<file path="src/sv/pwf_pkg.sv">
// ----------------------------------------------------------------------------
// PID with feedforward: shared package
// Widths, register indexes, state and term codes, and the request and
// response bundles that pass between the controller and its serial units.
// ----------------------------------------------------------------------------
`default_nettype none

package pwf_pkg;

  localparam int SAMPLE_BITS     = 16;
  localparam int DERIV_FRAC_BITS = 8;
  localparam int ELAPSED_W       = 16;
  localparam int GAIN_W          = 32;
  localparam int ILIM_W          = 31;
  localparam int OLIM_W          = 15;
  localparam int ERR_W           = SAMPLE_BITS + 1;
  localparam int DIFF_W          = SAMPLE_BITS + 2;
  // Divider dividend is |diff| shifted up by the derivative fraction bits.
  localparam int DIVN_W          = DIFF_W - 1 + DERIV_FRAC_BITS;
  localparam int MPLIER_W        = 32;
  localparam int PROD_W          = 64;
  localparam int CFG_IDX_W       = 8;
  localparam int CFG_DATA_W      = 32;
  localparam int GAIN_SHIFT      = 16;
  localparam int DERIV_SHIFT     = 16 + DERIV_FRAC_BITS;

  typedef enum logic [CFG_IDX_W-1:0] {
    CFG_SETPOINT    = 8'd0,
    CFG_PROP_GAIN   = 8'd1,
    CFG_INTEG_GAIN  = 8'd2,
    CFG_DERIV_GAIN  = 8'd3,
    CFG_FF_GAIN     = 8'd4,
    CFG_INTEG_LIMIT = 8'd5,
    CFG_OUT_LIMIT   = 8'd6
  } cfg_idx_e;

  typedef enum logic [3:0] {
    ST_IDLE,
    ST_INT_GO,
    ST_INT_WAIT,
    ST_DIV_GO,
    ST_DIV_WAIT,
    ST_TRM_GO,
    ST_TRM_WAIT,
    ST_SUM
  } state_e;

  typedef enum logic [1:0] {
    TERM_P = 2'd0,
    TERM_I = 2'd1,
    TERM_D = 2'd2,
    TERM_F = 2'd3
  } term_e;

  typedef struct packed {
    logic signed [SAMPLE_BITS-1:0] sensor_value;
    logic [ELAPSED_W-1:0]          elapsed_ticks;
    logic                          clear_state;
  } pwf_in_t;

  typedef struct packed {
    logic signed [SAMPLE_BITS-1:0] drive;
    logic                          saturated;
  } pwf_out_t;

  typedef struct packed {
    logic                       start;
    logic signed [PROD_W-1:0]   mcand;
    logic signed [MPLIER_W-1:0] mplier;
  } mul_req_t;

  typedef struct packed {
    logic                     done;
    logic signed [PROD_W-1:0] prod;
  } mul_rsp_t;

  typedef struct packed {
    logic                 start;
    logic [DIVN_W-1:0]    num;
    logic [ELAPSED_W-1:0] den;
  } div_req_t;

  typedef struct packed {
    logic              done;
    logic [DIVN_W-1:0] quo;
  } div_rsp_t;

endpackage

`default_nettype wire

</file>
<file path="src/sv/pwf_mul.sv">
// ----------------------------------------------------------------------------
// Serial signed multiplier
// Shift-and-add over one multiplier bit per cycle; the sign bit of the
// multiplier carries negative weight, so the last step subtracts.
// ----------------------------------------------------------------------------
`default_nettype none

module pwf_mul (
  input  wire                 clk_i,
  input  wire                 rst_ni,
  input  pwf_pkg::mul_req_t   req_i,
  output pwf_pkg::mul_rsp_t   rsp_o
);
  import pwf_pkg::*;

  localparam int CNT_W = $clog2(MPLIER_W);

  logic signed [PROD_W-1:0]   mcand_q, mcand_d;
  logic [MPLIER_W-1:0]        mplier_q, mplier_d;
  logic signed [PROD_W-1:0]   acc_q, acc_d;
  logic [CNT_W-1:0]           cnt_q, cnt_d;
  logic                       busy_q, busy_d;
  logic                       done_q, done_d;
  logic signed [PROD_W-1:0]   pp;
  logic                       last;

  assign last = (cnt_q == CNT_W'(MPLIER_W - 1));
  assign pp   = mplier_q[0] ? mcand_q : '0;

  always_comb begin
    mcand_d  = mcand_q;
    mplier_d = mplier_q;
    acc_d    = acc_q;
    cnt_d    = cnt_q;
    busy_d   = busy_q;
    done_d   = 1'b0;
    if (req_i.start) begin
      mcand_d  = req_i.mcand;
      mplier_d = req_i.mplier;
      acc_d    = '0;
      cnt_d    = '0;
      busy_d   = 1'b1;
    end else if (busy_q) begin
      acc_d    = last ? (acc_q - pp) : (acc_q + pp);
      mcand_d  = mcand_q <<< 1;
      mplier_d = mplier_q >> 1;
      cnt_d    = cnt_q + CNT_W'(1);
      if (last) begin
        busy_d = 1'b0;
        done_d = 1'b1;
      end
    end
  end

  always_ff @(posedge clk_i or negedge rst_ni) begin
    if (!rst_ni) begin
      busy_q <= 1'b0;
      done_q <= 1'b0;
      cnt_q  <= '0;
    end else begin
      busy_q <= busy_d;
      done_q <= done_d;
      cnt_q  <= cnt_d;
    end
  end

  always_ff @(posedge clk_i) begin
    mcand_q  <= mcand_d;
    mplier_q <= mplier_d;
    acc_q    <= acc_d;
  end

  assign rsp_o.done = done_q;
  assign rsp_o.prod = acc_q;

endmodule

`default_nettype wire

</file>
<file path="src/sv/pwf_div.sv">
// ----------------------------------------------------------------------------
// Serial unsigned divider
// Restoring division, one quotient bit per cycle, quotient shifted into the
// dividend register as the dividend bits leave it.
// ----------------------------------------------------------------------------
`default_nettype none

module pwf_div (
  input  wire                 clk_i,
  input  wire                 rst_ni,
  input  pwf_pkg::div_req_t   req_i,
  output pwf_pkg::div_rsp_t   rsp_o
);
  import pwf_pkg::*;

  localparam int CNT_W = $clog2(DIVN_W);

  logic [DIVN_W-1:0]    num_q, num_d;
  logic [ELAPSED_W-1:0] rem_q, rem_d;
  logic [ELAPSED_W-1:0] den_q, den_d;
  logic [CNT_W-1:0]     cnt_q, cnt_d;
  logic                 busy_q, busy_d;
  logic                 done_q, done_d;
  logic [ELAPSED_W:0]   trial;
  logic                 fits;

  assign trial = {rem_q, num_q[DIVN_W-1]};
  assign fits  = (trial >= {1'b0, den_q});

  always_comb begin
    num_d  = num_q;
    rem_d  = rem_q;
    den_d  = den_q;
    cnt_d  = cnt_q;
    busy_d = busy_q;
    done_d = 1'b0;
    if (req_i.start) begin
      num_d  = req_i.num;
      den_d  = req_i.den;
      rem_d  = '0;
      cnt_d  = '0;
      busy_d = 1'b1;
    end else if (busy_q) begin
      rem_d = fits ? ELAPSED_W'(trial - {1'b0, den_q}) : trial[ELAPSED_W-1:0];
      num_d = {num_q[DIVN_W-2:0], fits};
      cnt_d = cnt_q + CNT_W'(1);
      if (cnt_q == CNT_W'(DIVN_W - 1)) begin
        busy_d = 1'b0;
        done_d = 1'b1;
      end
    end
  end

  always_ff @(posedge clk_i or negedge rst_ni) begin
    if (!rst_ni) begin
      busy_q <= 1'b0;
      done_q <= 1'b0;
      cnt_q  <= '0;
    end else begin
      busy_q <= busy_d;
      done_q <= done_d;
      cnt_q  <= cnt_d;
    end
  end

  always_ff @(posedge clk_i) begin
    num_q <= num_d;
    rem_q <= rem_d;
    den_q <= den_d;
  end

  assign rsp_o.done = done_q;
  assign rsp_o.quo  = num_q;

endmodule

`default_nettype wire

</file>
<file path="src/sv/pid_with_feedforward.sv">
// ----------------------------------------------------------------------------
// PID controller with setpoint feedforward
// Error, clamped integrator, derivative and four gain terms, saturated drive.
// ----------------------------------------------------------------------------
// One sample is taken at a time and yields one drive beat. The work runs
// through a serial multiplier that takes 32 steps per product and a serial
// divider that takes 25 steps, each started by a start strobe and reporting
// with a done pulse: one product for the integrator step, one divide for the
// derivative (skipped when elapsed ticks or the error change is zero), then
// four gain products. A finished result waits in an output register, and the
// next sample may be accepted while it waits.
`default_nettype none

module pid_with_feedforward (
  input  wire                                  clk_i,
  input  wire                                  rst_ni,
  input  wire                                  cfg_valid_i,
  output logic                                 cfg_ready_o,
  input  wire [pwf_pkg::CFG_IDX_W-1:0]         cfg_index_i,
  input  wire [pwf_pkg::CFG_DATA_W-1:0]        cfg_data_i,
  input  wire                                  in_valid_i,
  output logic                                 in_ready_o,
  input  pwf_pkg::pwf_in_t                     in_data_i,
  output logic                                 out_valid_o,
  input  wire                                  out_ready_i,
  output pwf_pkg::pwf_out_t                    out_data_o
);
  import pwf_pkg::*;

  // Configuration registers.
  logic signed [SAMPLE_BITS-1:0] setpoint_q;
  logic signed [GAIN_W-1:0]      prop_gain_q, integ_gain_q, deriv_gain_q, ff_gain_q;
  logic [ILIM_W-1:0]             integ_limit_q;
  logic [OLIM_W-1:0]             out_limit_q;

  // Controller state.
  state_e                        state_q, state_d;
  logic signed [GAIN_W-1:0]      integ_q;
  logic signed [ERR_W-1:0]       prev_q;
  logic                          prev_vld_q;
  logic signed [ERR_W-1:0]       err_q;
  logic signed [DIFF_W-1:0]      diff_q;
  logic [ELAPSED_W-1:0]          dt_q;
  logic signed [GAIN_W-1:0]      deriv_q;
  logic signed [PROD_W-1:0]      sum_q;
  logic [1:0]                    term_q;
  logic                          out_vld_q;
  pwf_out_t                      out_q;

  mul_req_t mul_req;
  mul_rsp_t mul_rsp;
  div_req_t div_req;
  div_rsp_t div_rsp;

  logic in_fire, out_load, deriv_zero;

  pwf_mul u_mul (.clk_i, .rst_ni, .req_i(mul_req), .rsp_o(mul_rsp));
  pwf_div u_div (.clk_i, .rst_ni, .req_i(div_req), .rsp_o(div_rsp));

  assign cfg_ready_o = 1'b1;
  assign in_fire     = in_valid_i && in_ready_o;
  assign deriv_zero  = (dt_q == '0) || (diff_q == '0);

  // Input-side arithmetic done at acceptance.
  logic signed [ERR_W-1:0]  err_new, prev_eff;
  logic signed [DIFF_W-1:0] diff_new;
  assign err_new  = ERR_W'(setpoint_q) - ERR_W'(in_data_i.sensor_value);
  assign prev_eff = (in_data_i.clear_state || !prev_vld_q) ? err_new : prev_q;
  assign diff_new = DIFF_W'(err_new) - DIFF_W'(prev_eff);

  // Integrator update with clamp.
  logic signed [PROD_W-1:0] integ_sum, ilim;
  assign ilim      = PROD_W'(integ_limit_q);
  assign integ_sum = PROD_W'(integ_q) + mul_rsp.prod;

  // Derivative sign and clamp.
  logic [DIFF_W-1:0]        diff_mag;
  logic [PROD_W-1:0]        quo_ext;
  logic signed [GAIN_W-1:0] quo_mag;
  assign diff_mag = diff_q[DIFF_W-1] ? DIFF_W'(-diff_q) : DIFF_W'(diff_q);
  assign quo_ext  = PROD_W'(div_rsp.quo);
  assign quo_mag  = (quo_ext > PROD_W'(32'h7FFF_FFFF)) ? 32'sh7FFF_FFFF
                                                       : GAIN_W'(quo_ext);

  // Product scaling, truncated toward zero.
  logic signed [PROD_W-1:0] term_g, term_d, term_val;
  assign term_g = $signed(mul_rsp.prod + (mul_rsp.prod[PROD_W-1] ?
                  PROD_W'((64'd1 << GAIN_SHIFT) - 64'd1) : '0)) >>> GAIN_SHIFT;
  assign term_d = $signed(mul_rsp.prod + (mul_rsp.prod[PROD_W-1] ?
                  PROD_W'((64'd1 << DERIV_SHIFT) - 64'd1) : '0)) >>> DERIV_SHIFT;
  assign term_val = (term_e'(term_q) == TERM_D) ? term_d : term_g;

  // Output saturation.
  logic signed [PROD_W-1:0] olim;
  logic                     sat_hi, sat_lo;
  pwf_out_t                 res;
  assign olim   = PROD_W'(out_limit_q);
  assign sat_hi = sum_q > olim;
  assign sat_lo = sum_q < -olim;
  always_comb begin
    res.saturated = sat_hi || sat_lo;
    if (sat_hi) begin
      res.drive = SAMPLE_BITS'(olim);
    end else if (sat_lo) begin
      res.drive = SAMPLE_BITS'(-olim);
    end else begin
      res.drive = SAMPLE_BITS'(sum_q);
    end
  end

  // Next state.
  always_comb begin
    state_d = state_q;
    case (state_q)
      ST_IDLE:     if (in_fire) state_d = ST_INT_GO;
      ST_INT_GO:   state_d = ST_INT_WAIT;
      ST_INT_WAIT: if (mul_rsp.done) state_d = ST_DIV_GO;
      ST_DIV_GO:   state_d = deriv_zero ? ST_TRM_GO : ST_DIV_WAIT;
      ST_DIV_WAIT: if (div_rsp.done) state_d = ST_TRM_GO;
      ST_TRM_GO:   state_d = ST_TRM_WAIT;
      ST_TRM_WAIT: begin
        if (mul_rsp.done) state_d = (term_e'(term_q) == TERM_F) ? ST_SUM : ST_TRM_GO;
      end
      ST_SUM:      if (!out_vld_q || out_ready_i) state_d = ST_IDLE;
      default:     state_d = ST_IDLE;
    endcase
  end

  // Unit requests and handshake outputs.
  always_comb begin
    in_ready_o     = (state_q == ST_IDLE);
    out_load       = (state_q == ST_SUM) && (!out_vld_q || out_ready_i);
    mul_req.start  = 1'b0;
    mul_req.mcand  = PROD_W'(err_q);
    mul_req.mplier = MPLIER_W'(dt_q);
    div_req.start  = (state_q == ST_DIV_GO) && !deriv_zero;
    div_req.num    = DIVN_W'(diff_mag) << DERIV_FRAC_BITS;
    div_req.den    = dt_q;
    case (state_q)
      ST_INT_GO: mul_req.start = 1'b1;
      ST_TRM_GO: begin
        mul_req.start = 1'b1;
        case (term_e'(term_q))
          TERM_P: begin
            mul_req.mcand  = PROD_W'(prop_gain_q);
            mul_req.mplier = MPLIER_W'(err_q);
          end
          TERM_I: begin
            mul_req.mcand  = PROD_W'(integ_gain_q);
            mul_req.mplier = MPLIER_W'(integ_q);
          end
          TERM_D: begin
            mul_req.mcand  = PROD_W'(deriv_gain_q);
            mul_req.mplier = MPLIER_W'(deriv_q);
          end
          TERM_F: begin
            mul_req.mcand  = PROD_W'(ff_gain_q);
            mul_req.mplier = MPLIER_W'(setpoint_q);
          end
          default: ;
        endcase
      end
      default: ;
    endcase
  end

  always_ff @(posedge clk_i or negedge rst_ni) begin
    if (!rst_ni) begin
      state_q       <= ST_IDLE;
      setpoint_q    <= '0;
      prop_gain_q   <= '0;
      integ_gain_q  <= '0;
      deriv_gain_q  <= '0;
      ff_gain_q     <= '0;
      integ_limit_q <= '0;
      out_limit_q   <= '1;
      integ_q       <= '0;
      prev_q        <= '0;
      prev_vld_q    <= 1'b0;
      term_q        <= '0;
      out_vld_q     <= 1'b0;
    end else begin
      state_q <= state_d;
      if (cfg_valid_i && cfg_ready_o) begin
        case (cfg_idx_e'(cfg_index_i))
          CFG_SETPOINT:    setpoint_q    <= cfg_data_i[SAMPLE_BITS-1:0];
          CFG_PROP_GAIN:   prop_gain_q   <= cfg_data_i;
          CFG_INTEG_GAIN:  integ_gain_q  <= cfg_data_i;
          CFG_DERIV_GAIN:  deriv_gain_q  <= cfg_data_i;
          CFG_FF_GAIN:     ff_gain_q     <= cfg_data_i;
          CFG_INTEG_LIMIT: integ_limit_q <= cfg_data_i[ILIM_W-1:0];
          CFG_OUT_LIMIT:   out_limit_q   <= cfg_data_i[OLIM_W-1:0];
          default: ;
        endcase
      end
      if (in_fire) begin
        if (in_data_i.clear_state) integ_q <= '0;
        prev_q     <= err_new;
        prev_vld_q <= 1'b1;
        term_q     <= '0;
      end
      if (state_q == ST_INT_WAIT && mul_rsp.done) begin
        if (integ_sum > ilim) begin
          integ_q <= GAIN_W'(ilim);
        end else if (integ_sum < -ilim) begin
          integ_q <= GAIN_W'(-ilim);
        end else begin
          integ_q <= GAIN_W'(integ_sum);
        end
      end
      if (state_q == ST_TRM_WAIT && mul_rsp.done) term_q <= term_q + 2'd1;
      if (out_load) begin
        out_vld_q <= 1'b1;
      end else if (out_ready_i) begin
        out_vld_q <= 1'b0;
      end
    end
  end

  always_ff @(posedge clk_i) begin
    if (in_fire) begin
      err_q  <= err_new;
      diff_q <= diff_new;
      dt_q   <= in_data_i.elapsed_ticks;
      sum_q  <= '0;
    end
    if (state_q == ST_DIV_GO && deriv_zero) deriv_q <= '0;
    if (state_q == ST_DIV_WAIT && div_rsp.done) begin
      deriv_q <= diff_q[DIFF_W-1] ? -quo_mag : quo_mag;
    end
    if (state_q == ST_TRM_WAIT && mul_rsp.done) sum_q <= sum_q + term_val;
    if (out_load) out_q <= res;
  end

  assign out_valid_o = out_vld_q;
  assign out_data_o  = out_q;

  a_fire_starts: assert property (@(posedge clk_i) disable iff (!rst_ni)
    in_fire |=> state_q == ST_INT_GO)
    else $error("accepted sample did not start the integrator step");

  a_integ_clamped: assert property (@(posedge clk_i) disable iff (!rst_ni)
    (state_q == ST_INT_WAIT && mul_rsp.done) |=>
      (PROD_W'(integ_q) <= ilim && PROD_W'(integ_q) >= -ilim))
    else $error("integrator left its clamp");

  a_drive_bounded: assert property (@(posedge clk_i) disable iff (!rst_ni)
    out_load |=> (PROD_W'(out_q.drive) <= olim && PROD_W'(out_q.drive) >= -olim))
    else $error("drive beyond out_limit");

endmodule

`default_nettype wire
</file>
<file path="config.mk">
export PLATFORM = sky130hd
export DESIGN_NAME = pid_with_feedforward
export DESIGN_NICKNAME = d
export VERILOG_FILES = /design/src/sv/pwf_pkg.sv /design/src/sv/pwf_mul.sv /design/src/sv/pwf_div.sv /design/src/sv/pid_with_feedforward.sv
export SDC_FILE = /design/constraint.sdc
export NUM_CORES = 2
export LEC_CHECK = 0
export BUFFER_PORTS_ARGS = -buffer_cell sky130_fd_sc_hd__buf_2
export CAP_MARGIN = 20
export CORE_ASPECT_RATIO = 2
export CORE_MARGIN = 3
export CORE_UTILIZATION = 59
export DETAILED_ROUTE_END_ITERATION = 10
export HOLD_SLACK_MARGIN = 0.05
export PLACE_DENSITY = 0.91
export SLEW_MARGIN = 30
export SYNTH_ARGS = -nofsm -noshare
export SYNTH_HDL_FRONTEND = slang
export SYNTH_SLANG_ARGS = --single-unit
</file>
<file path="constraint.sdc">
create_clock -name clk_i -period 6.34 [get_ports clk_i]
set_clock_uncertainty 0.1 [all_clocks]
set_input_delay 0.634 -clock clk_i [delete_from_list [all_inputs] [get_ports clk_i]]
set_output_delay 0.634 -clock clk_i [all_outputs]
set_load 0.005 [all_outputs]
</file>
==> flow_summary.ini <==
[die]
dieHeight_um = 418
die-area_um2 = 88600
core-area_um2 = 83900
die_w_um = 212
rows = 150
io-pin-count = 98
initial_core_util_pct = 59.7

[final_layout]
fin_nets = 6508
fillers = 6007
seqCellArea_um2 = 17100
instances_no_fill = 7101
syn2layout_area_growth_pct = 15.3
multi_input_area_um2 = 31700
drive_gt1_share_pct = 18.7

[clock_network]
path_clk_slew_ns = 0.07
clock_sinks = 641
clock_latency_ns = 0.74
clockBufferDepth = 3
cts_max_level = 2
cts-root-buf = clkbuf_16
cts_tree = done
cts_buffers = 59

[setup_path]
critPathMaxFanout = 6
path_class = flop to flop
cpPeakStageDelay_ns = 0.66
critPathCaptureType = flop
worst_setup_path_start_kind = flop
slowest_stage = o311ai_2
crit_top_cell = buf_4
crit_buf_inv = 7
cpLargestDelayFamily = compound AO/OA/AOI/OAI gates
cp.arrival_ns = 6.85
required_ns = 6.83

[timing]
min_period_ns = 6.36
hold_viol = 0
max_freq_mhz = 157
setup_ws_ns = -0.0211
slew_violations = 0
fin_setup_tns_ns = -0.0521
post-route-period-util_pct = 100
rsz0062_at_grt = yes
slew_headroom_pct = 9.82
setup_viol_count_final = 3
tightestPinTransition_ns = 1.34

[outcome]
status = finished, violations left
violations = negative setup slack

[yosys]
synth_edf_count = 293
synth_most_common_cell = nand2_1
synth_top_area_cell = edfxtp_1
syn_area_um2 = 50100
synth_nets = 6110
async_reset_ff_share_pct = 40.6
yosys.area.top_type_share_pct = 17.6
synthTopCellsByCount = nand2_1 (538), nor2_1 (487), ha_1 (447)
synth_seq_cells = 641
syn_area_per_cell_um2 = 8.98
syn-instance-count = 5579
synth_warnings = 0
ys_types = 106
ys_seq_area_share_pct = 34.1
synth.area.top_cells = edfxtp_1 (18%), dfrtp_1 (12%), ha_1 (11%)
synth_ff_type = edfxtp_1

[flow_run]
drv_cap = 0

[routing]
first_iter_violations = 4543
avgViaCountPerCell = 6.84
drc_errors = 0
ant_nets = 0
wire_per_inst_um = 26.0
first_pass_iters = 8
route.vias.total = 48603
wirelength_um = 185000

[worst_hold_path]
hold_class = input port to flop

[power_and_ir_drop]
power_frac_comb_pct = 70.6
seqPwrFrac_pct = 19.0
switching_share_pct = 49.1
clock_power_share_pct = 10.4
intPower_mw = 19.7
vdd.ir_drop.worst_mv = 0.403
p_leak_nw = 26.1
power_per_cell_area_nw_per_um2 = 670
p_sw_mw = 19.0

[global_route]
grt.overflow.total = 0
grtUsageTotal_pct = 41.1
antenna_found_initial = 15
grt_max_degree = 128
first_global_vias = 49562
grt_pass1_wl_um = 279000

[placed_design]
hpwlAfterDp_um = 136000
place_congestion = 1.08
dp.cells = 6944
port_buffers = 96
[kinds of logic after synthesis]
logic type | Yosys count | synth area share, %
AND/OR/NAND/NOR | 1757 | 16.6
XOR/XNOR | 378 | 6.65
adder cells (fa/ha/maj) | 454 | 11.4
AO/OA/AOI/OAI | 1450 | 18.9
multiplexers | 390 | 8.37
flip-flops | 641 | 34.1
buffers and inverters | 508 | 3.94
other | 1 | 0.00749
[final cells by class]
type / count / area share (%)
clock inverters: 36 / 0.737
diodes: 9 / 0.0390
clock buffers: 76 / 2.88
multi-input cells: 4431 / 54.9
inverters: 221 / 1.44
well taps: 1064 / 2.31
repair buffers: 623 / 8.03
flip-flops and latches: 641 / 29.6
[metal layers]
layer	vias to the layer above	routed length, um	global-route usage (%)
met2	3006	89800	70.7
met4	12	26100	44.7
met1	22811	54400	36.9
met5	-	78	0.0565
met3	1443	14400	10.2
li1	21331	-	-
[final timing paths]
| path | startpoint | endpoint | slack, ns | depth (start not counted) |
|---|---|---|---|---|
| hold / removal | cfg_data_i[27] | integ_limit_q[27]$_DFFE_PN0P_ | 0.12 | 2 |
| setup / recovery | integ_q[1]$_DFFE_PN0P_ | integ_q[8]$_DFFE_PN0P_ | -0.02 | 29 |
| setup reg to reg | integ_q[1]$_DFFE_PN0P_ | integ_q[8]$_DFFE_PN0P_ | -0.02 | 29 |
| min in group asynchronous | rst_ni | integ_limit_q[27]$_DFFE_PN0P_ | 0.38 | 2 |
| hold reg to reg | prev_vld_q$_DFFE_PN0P_ | prev_vld_q$_DFFE_PN0P_ | 0.38 | 1 |
| max in group asynchronous | rst_ni | u_mul.cnt_q[2]$_DFFE_PN0P_ | 4.47 | 3 |
[power by group through the flow]
stage	clock (mW)	combinational, mW	sequential, mW
after detailed placement	0	25.0	7.26
after global routing	4.15	29.4	7.40
final	4.01	27.3	7.36
after floorplan	0	16.8	6.69
after global placement	0	24.4	7.20
after CTS	3.98	25.9	7.20
[state kept, by name, indices dropped and copies added (netlist names), 18 cells and up]
register	flops
deriv_q	32
integ_q	32
deriv_gain_q	32
u_div.num_q	25
integ_limit_q	31
diff_q	18
integ_gain_q	32
u_mul.mplier_q	32
ff_gain_q	32
u_mul.acc_q	64
sum_q	64
prop_gain_q	32
u_mul.mcand_q	64
[worst register-to-register path: cells and delay by family (launching register included)]
| kind | cells | cell delay [ns] |
|---|---|---|
| mux | 2 | 0.47 |
| fa+ha+maj | 2 | 0.63 |
| xor+xnor | 2 | 0.20 |
| flops | 1 | 0.41 |
| simple gates | 4 | 0.37 |
| compound gates | 12 | 2.82 |
| buf+inv | 7 | 1.23 |
[through the flow]
| step | hold WS (ns) | setup slack [ns] | area, um^2 | utilization [%] | total power, mW |
|---|---|---|---|---|---|
| 2_1_floorplan | 0.238 | 0.0999 | 50100 | - | 23.5 |
| 3_3_place_gp | 0.341 | -0.237 | 54600 | 65.1 | 31.6 |
| 3_5_place_dp | 0.365 | -0.346 | 54700 | 65.2 | 32.3 |
| 4_1_cts | 0.130 | 0.00595 | 57200 | 68.1 | 37.1 |
| 5_1_grt | 0.125 | -0.421 | 57700 | 68.8 | 41.0 |
| 6_report | 0.118 | -0.0211 | 57700 | 68.8 | 38.7 |
[placed cells by master, fill, tap and decap left out, types with 29 or more instances in the layout]
cell type / Yosys / final
nor3_1: 97 / 84
o31ai_1: 44 / 39
a21oi_1: 370 / 361
mux2i_1: 161 / 161
nand4_1: 110 / 110
xnor2_1: 214 / 213
clkbuf_16: 0 / 63
a21o_1: 176 / 176
dfxtp_1: 88 / 82
buf_4: 7 / 493
ha_1: 447 / 439
or3_1: 54 / 53
inv_1: 219 / 218
nand3_1: 124 / 121
o211ai_1: 29 / 29
nand2_1: 538 / 535
o21bai_1: 31 / 31
o21ai_1: 28 / 41
nor2b_1: 51 / 50
o21a_1: 49 / 49
nor2_1: 487 / 480
and2_1: 43 / 43
and3_1: 56 / 55
xor2_1: 162 / 161
o21ai_0: 391 / 370
buf_2: 10 / 96
dfrtp_1: 245 / 241
a222oi_1: 47 / 47
nand2b_1: 48 / 46
edfxtp_1: 293 / 293
nor4_1: 58 / 55
mux2_2: 228 / 228
[repair_timing]
item / 4_1_cts / 5_1_grt
endpoints found under the setup margin: 56 / 76
buffers inserted: 6 / 11
hold buffers: 17 / 0
hold endpoints to repair: 78 / 0
pin swaps: 9 / 32
cloned: 1 / 0
gates resized for setup: 39 / 88
Power figures use the tool's default switching activity.
